## config.mk

```make
export PLATFORM = sky130hd
export DESIGN_NAME = mbad_cfg_regs
export DESIGN_NICKNAME = d
export VERILOG_FILES = /design/src/rtl/mbad_pkg.sv /design/src/rtl/mbad_cfg_regs.sv
export SDC_FILE = /design/constraint.sdc
export NUM_CORES = 1
export LEC_CHECK = 0
export ABC_CLOCK_PERIOD_IN_PS = 1100
export BUFFER_PORTS_ARGS = -buffer_cell sky130_fd_sc_hd__buf_4
export CORE_UTILIZATION = 47
export CTS_BUF_LIST = sky130_fd_sc_hd__clkbuf_8
export DETAILED_ROUTE_END_ITERATION = 7
export GPL_TIMING_DRIVEN = 0
export PLACE_DENSITY = 0.8
export SLEW_MARGIN = 15
export SYNTH_ARGS = -nofsm -noshare
export SYNTH_HDL_FRONTEND = slang
export SYNTH_SLANG_ARGS = --single-unit
export TNS_END_PERCENT = 5
```

## constraint.sdc

```tcl
create_clock -name i_clk -period 1.1 [get_ports i_clk]
set_input_delay 0 -clock i_clk [delete_from_list [all_inputs] [get_ports i_clk]]
set_output_delay 0 -clock i_clk [all_outputs]
set_load 0.05 [all_outputs]
```

## src/rtl/mbad_pkg.sv

```systemverilog
// Shared types and constants of the multichannel block average decimator.
`timescale 1ns / 1ps
`default_nettype none
package mbad_pkg;

    // Field widths
    localparam int SAMPLE_W   = 16;
    localparam int AVG_W      = 16;
    localparam int CHAN_IDX_W = 6;
    localparam int SUM_W      = 32;
    localparam int SCALE_W    = 32;
    localparam int PROD_W     = SUM_W + SCALE_W;
    localparam int NCH_W      = 7;
    localparam int FLEN_W     = 13;

    // Register map: index is paddr[3:2]
    localparam int PADDR_W = 4;
    localparam int PDATA_W = 32;
    localparam logic [1:0] REG_NUM_CHANNELS = 2'd0;
    localparam logic [1:0] REG_FRAME_LENGTH = 2'd1;
    localparam logic [1:0] REG_OUTPUT_SCALE = 2'd2;

    // Register reset values
    localparam logic [NCH_W-1:0]          NUM_CHANNELS_RST = 7'd1;
    localparam logic [FLEN_W-1:0]         FRAME_LENGTH_RST = 13'd2;
    localparam logic signed [SCALE_W-1:0] OUTPUT_SCALE_RST = 32'sd32768;

    // Saturation limits of the Q1.15 result
    localparam logic signed [PROD_W-17:0] SAT_HI = 48'sd32767;
    localparam logic signed [PROD_W-17:0] SAT_LO = -48'sd32768;
    localparam logic signed [AVG_W-1:0]   AVG_MAX = 16'sh7FFF;
    localparam logic signed [AVG_W-1:0]   AVG_MIN = 16'sh8000;

    // Configuration seen by the datapath
    typedef struct packed {
        logic [NCH_W-1:0]          num_channels;
        logic [FLEN_W-1:0]         frame_length;
        logic signed [SCALE_W-1:0] output_scale;
    } t_cfg;

    // Finished frame sum handed to the scaling stage
    typedef struct packed {
        logic signed [SUM_W-1:0] sum;
        logic [CHAN_IDX_W-1:0]   channel_index;
        logic                    frame_last;
    } t_sc_req;

endpackage
`default_nettype wire

```

## src/rtl/mbad_cfg_regs.sv

```systemverilog
// APB-style configuration registers of the decimator.
`timescale 1ns / 1ps
`default_nettype none
module mbad_cfg_regs (
    input  wire logic                               i_clk,
    input  wire logic                               i_rst_n,
    input  wire logic                               psel,
    input  wire logic                               penable,
    input  wire logic                               pwrite,
    input  wire logic [mbad_pkg::PADDR_W-1:0]       paddr,
    input  wire logic [mbad_pkg::PDATA_W-1:0]       pwdata,
    output logic [mbad_pkg::PDATA_W-1:0]            prdata,
    output logic                                    pready,
    output mbad_pkg::t_cfg                          o_cfg
);

    logic [mbad_pkg::NCH_W-1:0]          r_num_channels;
    logic [mbad_pkg::FLEN_W-1:0]         r_frame_length;
    logic signed [mbad_pkg::SCALE_W-1:0] r_output_scale;
    logic [1:0]                          reg_idx;
    logic                                wr_en;

    assign reg_idx = paddr[3:2];
    assign wr_en   = psel && penable && pwrite;
    assign pready  = 1'b1;

    // Register writes on the access phase
    always_ff @(posedge i_clk) begin
        if (!i_rst_n) begin
            r_num_channels <= mbad_pkg::NUM_CHANNELS_RST;
            r_frame_length <= mbad_pkg::FRAME_LENGTH_RST;
            r_output_scale <= mbad_pkg::OUTPUT_SCALE_RST;
        end else if (wr_en) begin
            case (reg_idx)
                mbad_pkg::REG_NUM_CHANNELS: begin
                    r_num_channels <= pwdata[mbad_pkg::NCH_W-1:0];
                end
                mbad_pkg::REG_FRAME_LENGTH: begin
                    r_frame_length <= pwdata[mbad_pkg::FLEN_W-1:0];
                end
                mbad_pkg::REG_OUTPUT_SCALE: begin
                    r_output_scale <= signed'(pwdata[mbad_pkg::SCALE_W-1:0]);
                end
                default: begin
                end
            endcase
        end
    end

    // Read mux
    always_comb begin
        case (reg_idx)
            mbad_pkg::REG_NUM_CHANNELS: prdata = mbad_pkg::PDATA_W'(r_num_channels);
            mbad_pkg::REG_FRAME_LENGTH: prdata = mbad_pkg::PDATA_W'(r_frame_length);
            mbad_pkg::REG_OUTPUT_SCALE: prdata = mbad_pkg::PDATA_W'(unsigned'(r_output_scale));
            default:                    prdata = '0;
        endcase
    end

    assign o_cfg.num_channels = r_num_channels;
    assign o_cfg.frame_length = r_frame_length;
    assign o_cfg.output_scale = r_output_scale;

endmodule
`default_nettype wire

```

==> metrics.md <==
| Metric | Value |
|---|---|
| Reg2Reg Depth | `2` |
| Finished Core Util | `between 80% and 90%` |
| Worst slack at placement | `-0.4350 ns` |
| Initial Util | `between 40% and 50%` |
| Fmax | `about 0.92 GHz` |
| Final Wtd Congestion | `about 0.8` |
| Setup WS post-layout | `between 0.015 and 0.02 ns` |
| Gr usage total | `roughly 28%` |
| Dpl hpwl | `5055 µm` |
| Site Rows | `25` |
| R2R Setup Slk | `roughly 0.4 ns` |
| Pwr Density | `about 940 mW/mm²` |
| Area Overhead vs Synth | `67.80%` |
| CTS H-tree lvls | `2` |
| Fin area | `approximately 0.0040 mm²` |
| Nets | `464` |
| Fin crit share | `between 90% and 100%` |
| Simple-gate share of the synthesized area | `21.16%` |
| Syn Inst Count | `268` |
| Wirelength per Cell | `around 16 µm` |
| Main combinational cell family by area after synthesis | `multiplexers` |
| Skew-Pair Late Insertion Delay | `around 0.30 ns` |
| Crit Path Max Fanout | `10` |
| Seq cells post-synth | `52` |
| Mux cell area share after synthesis | `a little under a quarter` |
| Placed cell area | `around 0.0035 mm²` |
| R2R Path End | `r_num_channels[5]` |
| # Max-Cap Violations | `0` |
| Global route hottest layer | `met2` |
| Final hold violation count | `0` |
| CP required | `1.10 ns` |
| Synth Area in Compound Gates | `5.107%` |
| Hold Path Origin | `pwdata[6]` |
| Mapped cell area | `0.002401 mm²` |
| Multi-input gate area | `about 0.0013 mm²` |
| Max incr delay on CP | `around 0.24 ns` |
| Register area share after synthesis | `between 40 and 50%` |
| Clock-pin slew on the worst setup and hold paths | `about 0.090 ns` |
| Drt pass-1 iters | `4` |
| Adder-Cell Fraction of Synth Area | `0%` |
| Met2 global-route usage | `between 50% and 60%` |
| Core box area | `around 0.0048 mm²` |
| CTS tree | `yes` |
| Die Width | `approximately 73 µm` |
| Ports | `about 130` |
| Crit. End Element | `output port` |
| Initial antenna violation count | `0` |
| First-pass GRT wire length | `approximately 11,000 µm` |
| Critical path startpoint | `paddr[3]` |
| Net Count, Synth | `a little over 300` |
| Synth top area cells | `dfxtp_1 (43%), mux2i_1 (23%), nand2_1 (14%)` |
| Synth Area in XOR/XNOR | `0%` |
| Bufs and invs on worst path | `5` |
| Critical R2R Launch | `r_num_channels[5]` |
| Most frequent cells in the layout | `buf_4 (100), nand2_1 (87), mux2i_1 (49), dfxtp_1 (37), buf_6 (30)` |
| Critical Path Sink | `prdata[8]` |
| # clock sinks | `52` |
| Clk root buf | `clkbuf_8` |
| Critical path class | `input port to output port` |
| Die Ht | `about 73 µm` |
| Finish-stage setup viols | `0` |
| Top delay family on crit path | `buffers and inverters` |
| Maximum VDD drop | `808.9 µV` |
| Pint | `~2.8 mW` |
| Yosys top cell area share | `a little over two fifths` |
| Worst EP arrival | `around 1.1 ns` |
| CTS buffer count | `5` |
| Largest net degree at the start of global routing | `15` |
| Yosys cell types | `22` |
| Fillers | `around 330` |
| Cell mode on critical path | `buf_6` |
| Syn_area_per_cell | `roughly 9.0 µm²` |
| DRC | `0` |
| Port Buffers | `~120` |
| Gate power share | `approximately 19%` |
| ANT nets after route | `0` |
| Status | `finished clean` |
| Remaining global-route overflow | `0` |
| Drt total wl | `roughly 7700 µm` |
| Clock power frac | `30.5%` |
| Cell depth of the worst setup path | `7` |
| Share of cells above drive strength 1 | `between 40% and 50%` |
| Sw Ratio | `between 20% and 30%` |
| RSZ-0062 raised after global routing | `true` |
| Slew Limit Fails | `0` |
| Rel. slew slack | `around 62%` |
| Die area | `between 0.005 and 0.006 mm²` |
| Worst min path class | `input port to flip-flop` |
| Register area | `~0.0011 mm²` |
| Crit-path cells | `buf_4 -> buf_12 -> nor2b_4 -> buf_6 -> buf_8 -> a22o_1 -> buf_6` |
| CTS max path bufs | `2` |
| Met1 Use GR | `31.73%` |
| Vias | `2,481` |
| Syn. warnings | `0` |
| P_leak | `roughly 1.8 nW` |
| Sequential power share | `just over 50%` |
| Minimum clock period | `about 1.1 ns` |
| Area leader, netlist | `dfxtp_1` |
| Number of global-route vias before repair | `roughly 2,500` |
| Startpoint types | `input port` |
| Worst slew pin tran | `0.5710 ns` |
| Worst Skew | `0 ns` |
| M3 GR Usage | `under 10%` |
| Initial DRC Count | `roughly 110` |
| Post-CTS Setup Bufs | `0` |
| Antenna cells | `0` |
| Net switching power | `approximately 1.0 mW` |
| Leading cell type in the layout, fill and taps excluded | `buf_4` |
| Slowest stage cell, crit path | `a22o_1` |
| Vias per cell | `roughly 5` |
[state kept, by name, summed over array words and instances (netlist names)]
name and count:
r_num_channels 7, r_frame_length 13, r_output_scale 32
[worst min-delay path, delay by kind of cell]
family / cells / cell delay (ns)
multiplexers: 1 / 0.12
AND/OR/NAND/NOR: 1 / 0.08
buffers and inverters: 1 / 0.08
[through the flow]
stage	hold slack [ns]	TNS [ns]	cells	total power, mW
floorplan	0.1422	-1.390	268	2.313
global placement	0.2443	-14.83	456	2.532
detailed placement	0.2520	-16.31	456	2.538
CTS	0.005589	-0.02724	490	3.753
global route	0.009089	-0.06046	490	3.921
finish	0.01741	0	490	3.782
[timing repair]
action	in CTS	in global routing
hold endpoints to repair	37	0
pin swaps	0	0
hold buffers	27	0
endpoints found under the setup margin	29	27
gates cloned	0	0
resized for setup	24	30
[area by class of cell]
type	count	share of cell area, %
multi-input cells	189	32.76
plain buffers	24	4.783
repair buffers	148	31.40
clock buffers	7	2.391
inverters	3	0.2795
well taps	67	2.081
flip-flops and latches	52	26.30
[per-layer routing]
metal  up-vias  part of all wire (%)
met3        15                   4.3
met5         -                     0
met1      1198                    39
met4         0                   2.4
li1       1182                     -
met2        86                    55
[power by group through the flow]
stage               Combinational, mW  Clock (mW)  Sequential, mW
finish                          0.698        1.15            1.93
global route                    0.735        1.25            1.93
CTS                             0.672        1.15            1.93
detailed placement              0.567           0            1.97
global placement                0.561           0            1.97
floorplan                       0.257           0            2.06
[cell usage after synthesis, drive strengths merged]
library cell  instances
or3                   1
inv                   3
o31ai                 1
nand3                 3
and2                 21
and3                  1
dfxtp                52
a22o                  6
nand2                87
o21ai                 7
conb                  1
buf                  11
clkbuf               13
o211ai                3
nor2b                 2
mux2i                56
[cell families after synthesis]
kind of cell | Yosys count
and+or+nand+nor | 115
muxes | 56
DFF | 52
buffers and inverters | 27
AOI/OAI and AO/OA | 17
other | 1
[how the worst min path moves through the flow]
stage	end	cells after the start
after floorplan	r_output_scale[13]	2
final	r_num_channels[6]	3
after detailed placement	r_output_scale[15]	3
after global placement	r_output_scale[15]	3
after global routing	r_num_channels[4]	3
after CTS	r_num_channels[6]	3
Note: power is estimated with default switching activity, not from simulation.
