<file path="src/rtl/mbad_pkg.sv">
// Shared types and constants of the multichannel block average decimator.
`timescale 1ns / 1ps
`default_nettype none
package mbad_pkg;

    // Field widths
    localparam int SAMPLE_W   = 16;
    localparam int AVG_W      = 16;
    localparam int CHAN_IDX_W = 6;
    localparam int SUM_W      = 32;
    localparam int SCALE_W    = 32;
    localparam int PROD_W     = SUM_W + SCALE_W;
    localparam int NCH_W      = 7;
    localparam int FLEN_W     = 13;

    // Register map: index is paddr[3:2]
    localparam int PADDR_W = 4;
    localparam int PDATA_W = 32;
    localparam logic [1:0] REG_NUM_CHANNELS = 2'd0;
    localparam logic [1:0] REG_FRAME_LENGTH = 2'd1;
    localparam logic [1:0] REG_OUTPUT_SCALE = 2'd2;

    // Register reset values
    localparam logic [NCH_W-1:0]          NUM_CHANNELS_RST = 7'd1;
    localparam logic [FLEN_W-1:0]         FRAME_LENGTH_RST = 13'd2;
    localparam logic signed [SCALE_W-1:0] OUTPUT_SCALE_RST = 32'sd32768;

    // Saturation limits of the Q1.15 result
    localparam logic signed [PROD_W-17:0] SAT_HI = 48'sd32767;
    localparam logic signed [PROD_W-17:0] SAT_LO = -48'sd32768;
    localparam logic signed [AVG_W-1:0]   AVG_MAX = 16'sh7FFF;
    localparam logic signed [AVG_W-1:0]   AVG_MIN = 16'sh8000;

    // Configuration seen by the datapath
    typedef struct packed {
        logic [NCH_W-1:0]          num_channels;
        logic [FLEN_W-1:0]         frame_length;
        logic signed [SCALE_W-1:0] output_scale;
    } t_cfg;

    // Finished frame sum handed to the scaling stage
    typedef struct packed {
        logic signed [SUM_W-1:0] sum;
        logic [CHAN_IDX_W-1:0]   channel_index;
        logic                    frame_last;
    } t_sc_req;

endpackage
`default_nettype wire

</file>
<file path="src/rtl/mbad_out_if.sv">
// Valid/ready channel carrying one scaled channel average.
`timescale 1ns / 1ps
`default_nettype none
interface mbad_out_if;
    logic                                 valid;
    logic                                 ready;
    logic signed [mbad_pkg::AVG_W-1:0]   average_out;
    logic [mbad_pkg::CHAN_IDX_W-1:0]     channel_index;
    logic                                 frame_last;

    modport source (output valid, output average_out, output channel_index,
                    output frame_last, input ready);
    modport sink   (input valid, input average_out, input channel_index,
                    input frame_last, output ready);
endinterface
`default_nettype wire

</file>
<file path="src/rtl/mbad_scale.sv">
// Scale multiply, floor shift by 16, saturation and the output register.
`timescale 1ns / 1ps
`default_nettype none
module mbad_scale (
    input  wire logic                                 i_clk,
    input  wire logic                                 i_rst_n,
    input  wire logic signed [mbad_pkg::SCALE_W-1:0]  i_scale,
    input  wire logic                                 i_req_valid,
    input  wire mbad_pkg::t_sc_req                    i_req,
    output logic                                      o_req_ready,
    mbad_out_if.source                                o_avg_chan
);

    localparam int PW = mbad_pkg::PROD_W;

    // Product stage
    logic                                  r_p_v;
    logic signed [PW-1:0]                  r_prod;
    logic [mbad_pkg::CHAN_IDX_W-1:0]       r_p_ch;
    logic                                  r_p_last;
    logic signed [PW-1:0]                  n_prod;
    logic                                  p_adv;

    // Output register
    logic                                  r_o_v;
    logic signed [mbad_pkg::AVG_W-1:0]     r_o_avg;
    logic [mbad_pkg::CHAN_IDX_W-1:0]       r_o_ch;
    logic                                  r_o_last;

    // Shift and saturate
    logic signed [PW-17:0]                 quo;
    logic signed [mbad_pkg::AVG_W-1:0]     n_avg;

    assign p_adv       = r_p_v && (!r_o_v || o_avg_chan.ready);
    assign o_req_ready = !r_p_v || p_adv;

    assign n_prod = i_req.sum * i_scale;

    // Arithmetic shift gives the floor of product / 2^16
    assign quo = signed'(r_prod[PW-1:16]);

    always_comb begin
        if (quo > mbad_pkg::SAT_HI) begin
            n_avg = mbad_pkg::AVG_MAX;
        end else if (quo < mbad_pkg::SAT_LO) begin
            n_avg = mbad_pkg::AVG_MIN;
        end else begin
            n_avg = signed'(quo[mbad_pkg::AVG_W-1:0]);
        end
    end

    // Stage valids
    always_ff @(posedge i_clk) begin
        if (!i_rst_n) begin
            r_p_v <= 1'b0;
            r_o_v <= 1'b0;
        end else begin
            if (i_req_valid && o_req_ready) begin
                r_p_v <= 1'b1;
            end else if (p_adv) begin
                r_p_v <= 1'b0;
            end
            if (p_adv) begin
                r_o_v <= 1'b1;
            end else if (o_avg_chan.ready) begin
                r_o_v <= 1'b0;
            end
        end
    end

    // Product stage payload
    always_ff @(posedge i_clk) begin
        if (i_req_valid && o_req_ready) begin
            r_prod   <= n_prod;
            r_p_ch   <= i_req.channel_index;
            r_p_last <= i_req.frame_last;
        end
    end

    // Output payload
    always_ff @(posedge i_clk) begin
        if (p_adv) begin
            r_o_avg  <= n_avg;
            r_o_ch   <= r_p_ch;
            r_o_last <= r_p_last;
        end
    end

    assign o_avg_chan.valid         = r_o_v;
    assign o_avg_chan.average_out   = r_o_avg;
    assign o_avg_chan.channel_index = r_o_ch;
    assign o_avg_chan.frame_last    = r_o_last;

endmodule
`default_nettype wire

</file>
<file path="src/flat_wrapper.sv">
// flat-port wrapper written by rule: the top's interface ports become plain ports
module mbad_scale_flat 
  (i_clk, i_rst_n, i_scale, i_req_valid, i_req, o_req_ready, o_avg_chan_valid, o_avg_chan_average_out, o_avg_chan_channel_index, o_avg_chan_frame_last, o_avg_chan_ready);
  mbad_out_if o_avg_chan_i ();
  input  wire logic i_clk;
  input  wire logic i_rst_n;
  input  wire logic signed [mbad_pkg::SCALE_W-1:0] i_scale;
  input  wire logic i_req_valid;
  input  wire mbad_pkg::t_sc_req i_req;
  output logic o_req_ready;
  output wire logic [$bits(o_avg_chan_i.valid)-1:0] o_avg_chan_valid;
  output wire logic [$bits(o_avg_chan_i.average_out)-1:0] o_avg_chan_average_out;
  output wire logic [$bits(o_avg_chan_i.channel_index)-1:0] o_avg_chan_channel_index;
  output wire logic [$bits(o_avg_chan_i.frame_last)-1:0] o_avg_chan_frame_last;
  input wire logic [$bits(o_avg_chan_i.ready)-1:0] o_avg_chan_ready;
  assign o_avg_chan_valid = o_avg_chan_i.valid;
  assign o_avg_chan_average_out = o_avg_chan_i.average_out;
  assign o_avg_chan_channel_index = o_avg_chan_i.channel_index;
  assign o_avg_chan_frame_last = o_avg_chan_i.frame_last;
  assign o_avg_chan_i.ready = o_avg_chan_ready;
  mbad_scale u_core (.i_clk(i_clk), .i_rst_n(i_rst_n), .i_scale(i_scale), .i_req_valid(i_req_valid), .i_req(i_req), .o_req_ready(o_req_ready), .o_avg_chan(o_avg_chan_i));
endmodule
</file>
<file path="config.mk">
export PLATFORM = sky130hd
export DESIGN_NAME = mbad_scale_flat
export DESIGN_NICKNAME = d
export VERILOG_FILES = /design/src/rtl/mbad_pkg.sv /design/src/rtl/mbad_out_if.sv /design/src/rtl/mbad_scale.sv /design/src/flat_wrapper.sv
export SDC_FILE = /design/constraint.sdc
export NUM_CORES = 2
export LEC_CHECK = 0
export BUFFER_PORTS_ARGS = -buffer_cell sky130_fd_sc_hd__buf_4
export CAP_MARGIN = 20
export CORE_ASPECT_RATIO = 1.1
export CORE_MARGIN = 3
export CORE_UTILIZATION = 68
export CTS_BUF_LIST = sky130_fd_sc_hd__clkbuf_16
export CTS_CLUSTER_DIAMETER = 120
export CTS_CLUSTER_SIZE = 28
export DETAILED_ROUTE_END_ITERATION = 16
export PLACE_DENSITY = 0.86
export SLEW_MARGIN = 15
export SYNTH_ARGS = -nofsm -noshare
export SYNTH_HDL_FRONTEND = slang
export SYNTH_SLANG_ARGS = --single-unit
</file>
<file path="constraint.sdc">
create_clock -name i_clk -period 14.8 [get_ports i_clk]
set_clock_uncertainty 0.1 [all_clocks]
set_input_delay 0.74 -clock i_clk [delete_from_list [all_inputs] [get_ports i_clk]]
set_output_delay 0.74 -clock i_clk [all_outputs]
set_load 0.03 [all_outputs]
</file>
==> results.yml <==
synth:
  synth-edff-count: 78
  syn_inst: 3890
  ys_seq_elements: 80
  postSynth.asyncResetShare_pct: 0
  syn_area_per_cell_um2: 9.80
  synth_ff_type: "edfxtp_1"
  netlist_area_um2: 38100
  yosys.cell_types.count: 61
  yosysWarnings: 0
  syn_nets: 5226
  synth.yosys.seq_area_share_pct: 6.25
timing:
  rsz0062_at_grt: "no"
  setup_tns_ns: 0
  slew_headroom_pct: 43.8
  fin_crit_sh_pct: 60.2
  worst_slack_ns: 5.89
  setup_violations: 0
  maxSlewViolCount: 0
  tightest_slew_ns: 0.838
  fin_crit_ns: 8.91
  max_freq_ghz: 0.112
  finalHoldViolCount: 0
place:
  dp_hpwl_mm: 77.7
  place.gp.congestion: 0.998
  port_buffers: 99
  dp_slack_ns: 5.52
clock_tree:
  clkSinkCount: 80
  clockRootBuffer: "clkbuf_16"
  cts_max_level: 3
  post_cts_resized: 0
  clk_pin_slew_ns: 0.06
  cts_buffer_depth: 2
  clock_latency_ns: 0.34
  cts_setup_buffers: 0
  cts_tree: "built"
  cts_buffers: 9
  hold_buffers: 0
setup_path:
  endpoint_kind: "flop"
  cp.arrival_ns: 8.89
  criticalPathCategory: "input pin to flop"
  regToRegSetupSlack_ns: 12.60
  start_kind: "input pin"
  cp.required_ns: 14.78
  cp_max_fo: 32
global_route:
  antenna_found_initial: 3
  first_global_vias: 30100
  grt_usage_pct: 34.2
  grt_pass1_wl_mm: 155
  grt.overflow.total: 0
  grt_max_degree: 36
finish:
  drive_above_1_share_pct: 3.63
  n_fill_cell: 3917
  multi_input_area_um2: 31400
  area_delta_synth_final_pct: 3.22
  final_nets: 5137
  final_cell_mix: "fa_1 (1081), inv_1 (950), nand2_1 (532)"
  register_area_um2: 2380
  layout_commonest_cell: "fa_1"
detailed_routing:
  wl_per_cell_um: 20.7
  ant_nets: 0
  num_vias: 26500
  dr.pass1.iters: 7
  drt-initial-drc-count: 1795
  viasPerCell: 5.82
  drc: 0
  routed_wirelength_mm: 94.2
floorplanning:
  dieArea_um2: 59000
  die_width_um: 232
  rows: 90
  pin_count: 100
  dieHeight_um: 254
  start_util_pct: 69.1
  core_um2: 55200
flow_run:
  maxCapViolations: 0
worst_hold_path:
  worstHoldPathType: "flop to flop"
status:
  status: "complete, no violations"
## cells in the mapped netlist, drive strengths merged, types with 4 or more instances
cell type | number | area [µm²]
a21oi | 46 | 234
nor2b | 4 | 25.0
o21ai | 30 | 158
o21a | 4 | 30.0
nand4 | 20 | 125
nand2b | 9 | 56.3
nor3 | 11 | 60.1
nor4 | 9 | 56.3
a211oi | 8 | 75.1
fa | 1081 | 21600
o21bai | 5 | 41.3
xor2 | 17 | 149
a31oi | 4 | 31.3
clkbuf | 199 | 747
xnor2 | 48 | 420
nand3 | 11 | 55.1
inv | 948 | 3560
nand2 | 532 | 2000
o211ai | 4 | 30.0
and2 | 519 | 3250
ha | 180 | 2250
or4 | 4 | 30.0
nor2 | 53 | 199
a21o | 27 | 204
edfxtp | 78 | 2340
## registers in the layout (all words and copies together) (netlist names)
register,flops
u_core.r_p_v,1
u_core.o_avg_chan.average_out,16
u_core.o_avg_chan.valid,1
u_core.r_prod,48
u_core.o_avg_chan.channel_index,6
u_core.r_p_ch,6
u_core.r_p_last,1
u_core.o_avg_chan.frame_last,1
## metal layers
layer	track usage (%)	vias to the layer above	share of wire [%]
met5	0	-	0
met4	22.2	0	8.2
met3	5.31	423	7.0
met2	59.5	1335	52
met1	39.8	13800	33
li1	-	10900	-
## worst max-delay path, stage by stage
cell and delay (ns):
buf_4 0.32, nand2_1 0.20, inv_1 0.12, fa_1 0.39
inv_1 0.22, fa_1 0.57, fa_1 0.58, inv_1 0.08
fa_1 0.89, inv_1 0.39, fa_1 0.57, inv_1 0.05
fa_1 0.53, inv_1 0.05, fa_1 0.47, inv_1 0.05
fa_1 0.45, ha_1 0.41, nand4_1 0.14, or4_1 0.58
nor3_1 0.27, a2111oi_2 0.14, o31ai_1 0.36, a21oi_1 0.13
xnor2_1 0.13
## area by class of cell
cell class                      count  share of cell area, %
Multi-Input combinational cell   2659                   79.9
Inverter                          949                   9.05
Sequential cell                    80                   6.05
Tap cell                          736                   2.34
Timing Repair Buffer              102                   1.95
Clock buffer                        9                  0.572
Clock inverter                      7                  0.168
Antenna cell                        3                 0.0191
## through the flow
stage | hold WS, ns | util, % | std cells | cell area (µm²)
finish | 0.313 | 71.3 | 4545 | 39400
global route | 0.322 | 71.3 | 4545 | 39400
CTS | 0.313 | 71.3 | 4541 | 39300
detailed placement | 0.305 | 70.8 | 4525 | 39000
global placement | 0.301 | 70.8 | 4525 | 39000
floorplan | 0.300 | - | 3890 | 38100
## path summary, 6_finish.rpt
path                                         from                                 end  cells after the start
worst max-delay path                   i_scale[5]                   u_core.r_prod[63]                     25
worst min-delay path             u_core.r_p_ch[0]  u_core.o_avg_chan.channel_index[0]                      0
worst max register to register  u_core.r_prod[34]    u_core.o_avg_chan.average_out[4]                      5
worst min register to register   u_core.r_p_ch[0]  u_core.o_avg_chan.channel_index[0]                      0
## cell families after synthesis
group | synth area share [%]
adders and majority gates | 62.7
xor gates and xnor gates | 1.49
AOI/OAI and AO/OA | 2.75
DFF | 6.25
buffers and inverters | 11.4
and+or+nand+nor | 15.5
Power is left out: the tool's default activity adds up to more than one toggle a clock period on the data nets, which glitch-free logic cannot reach.
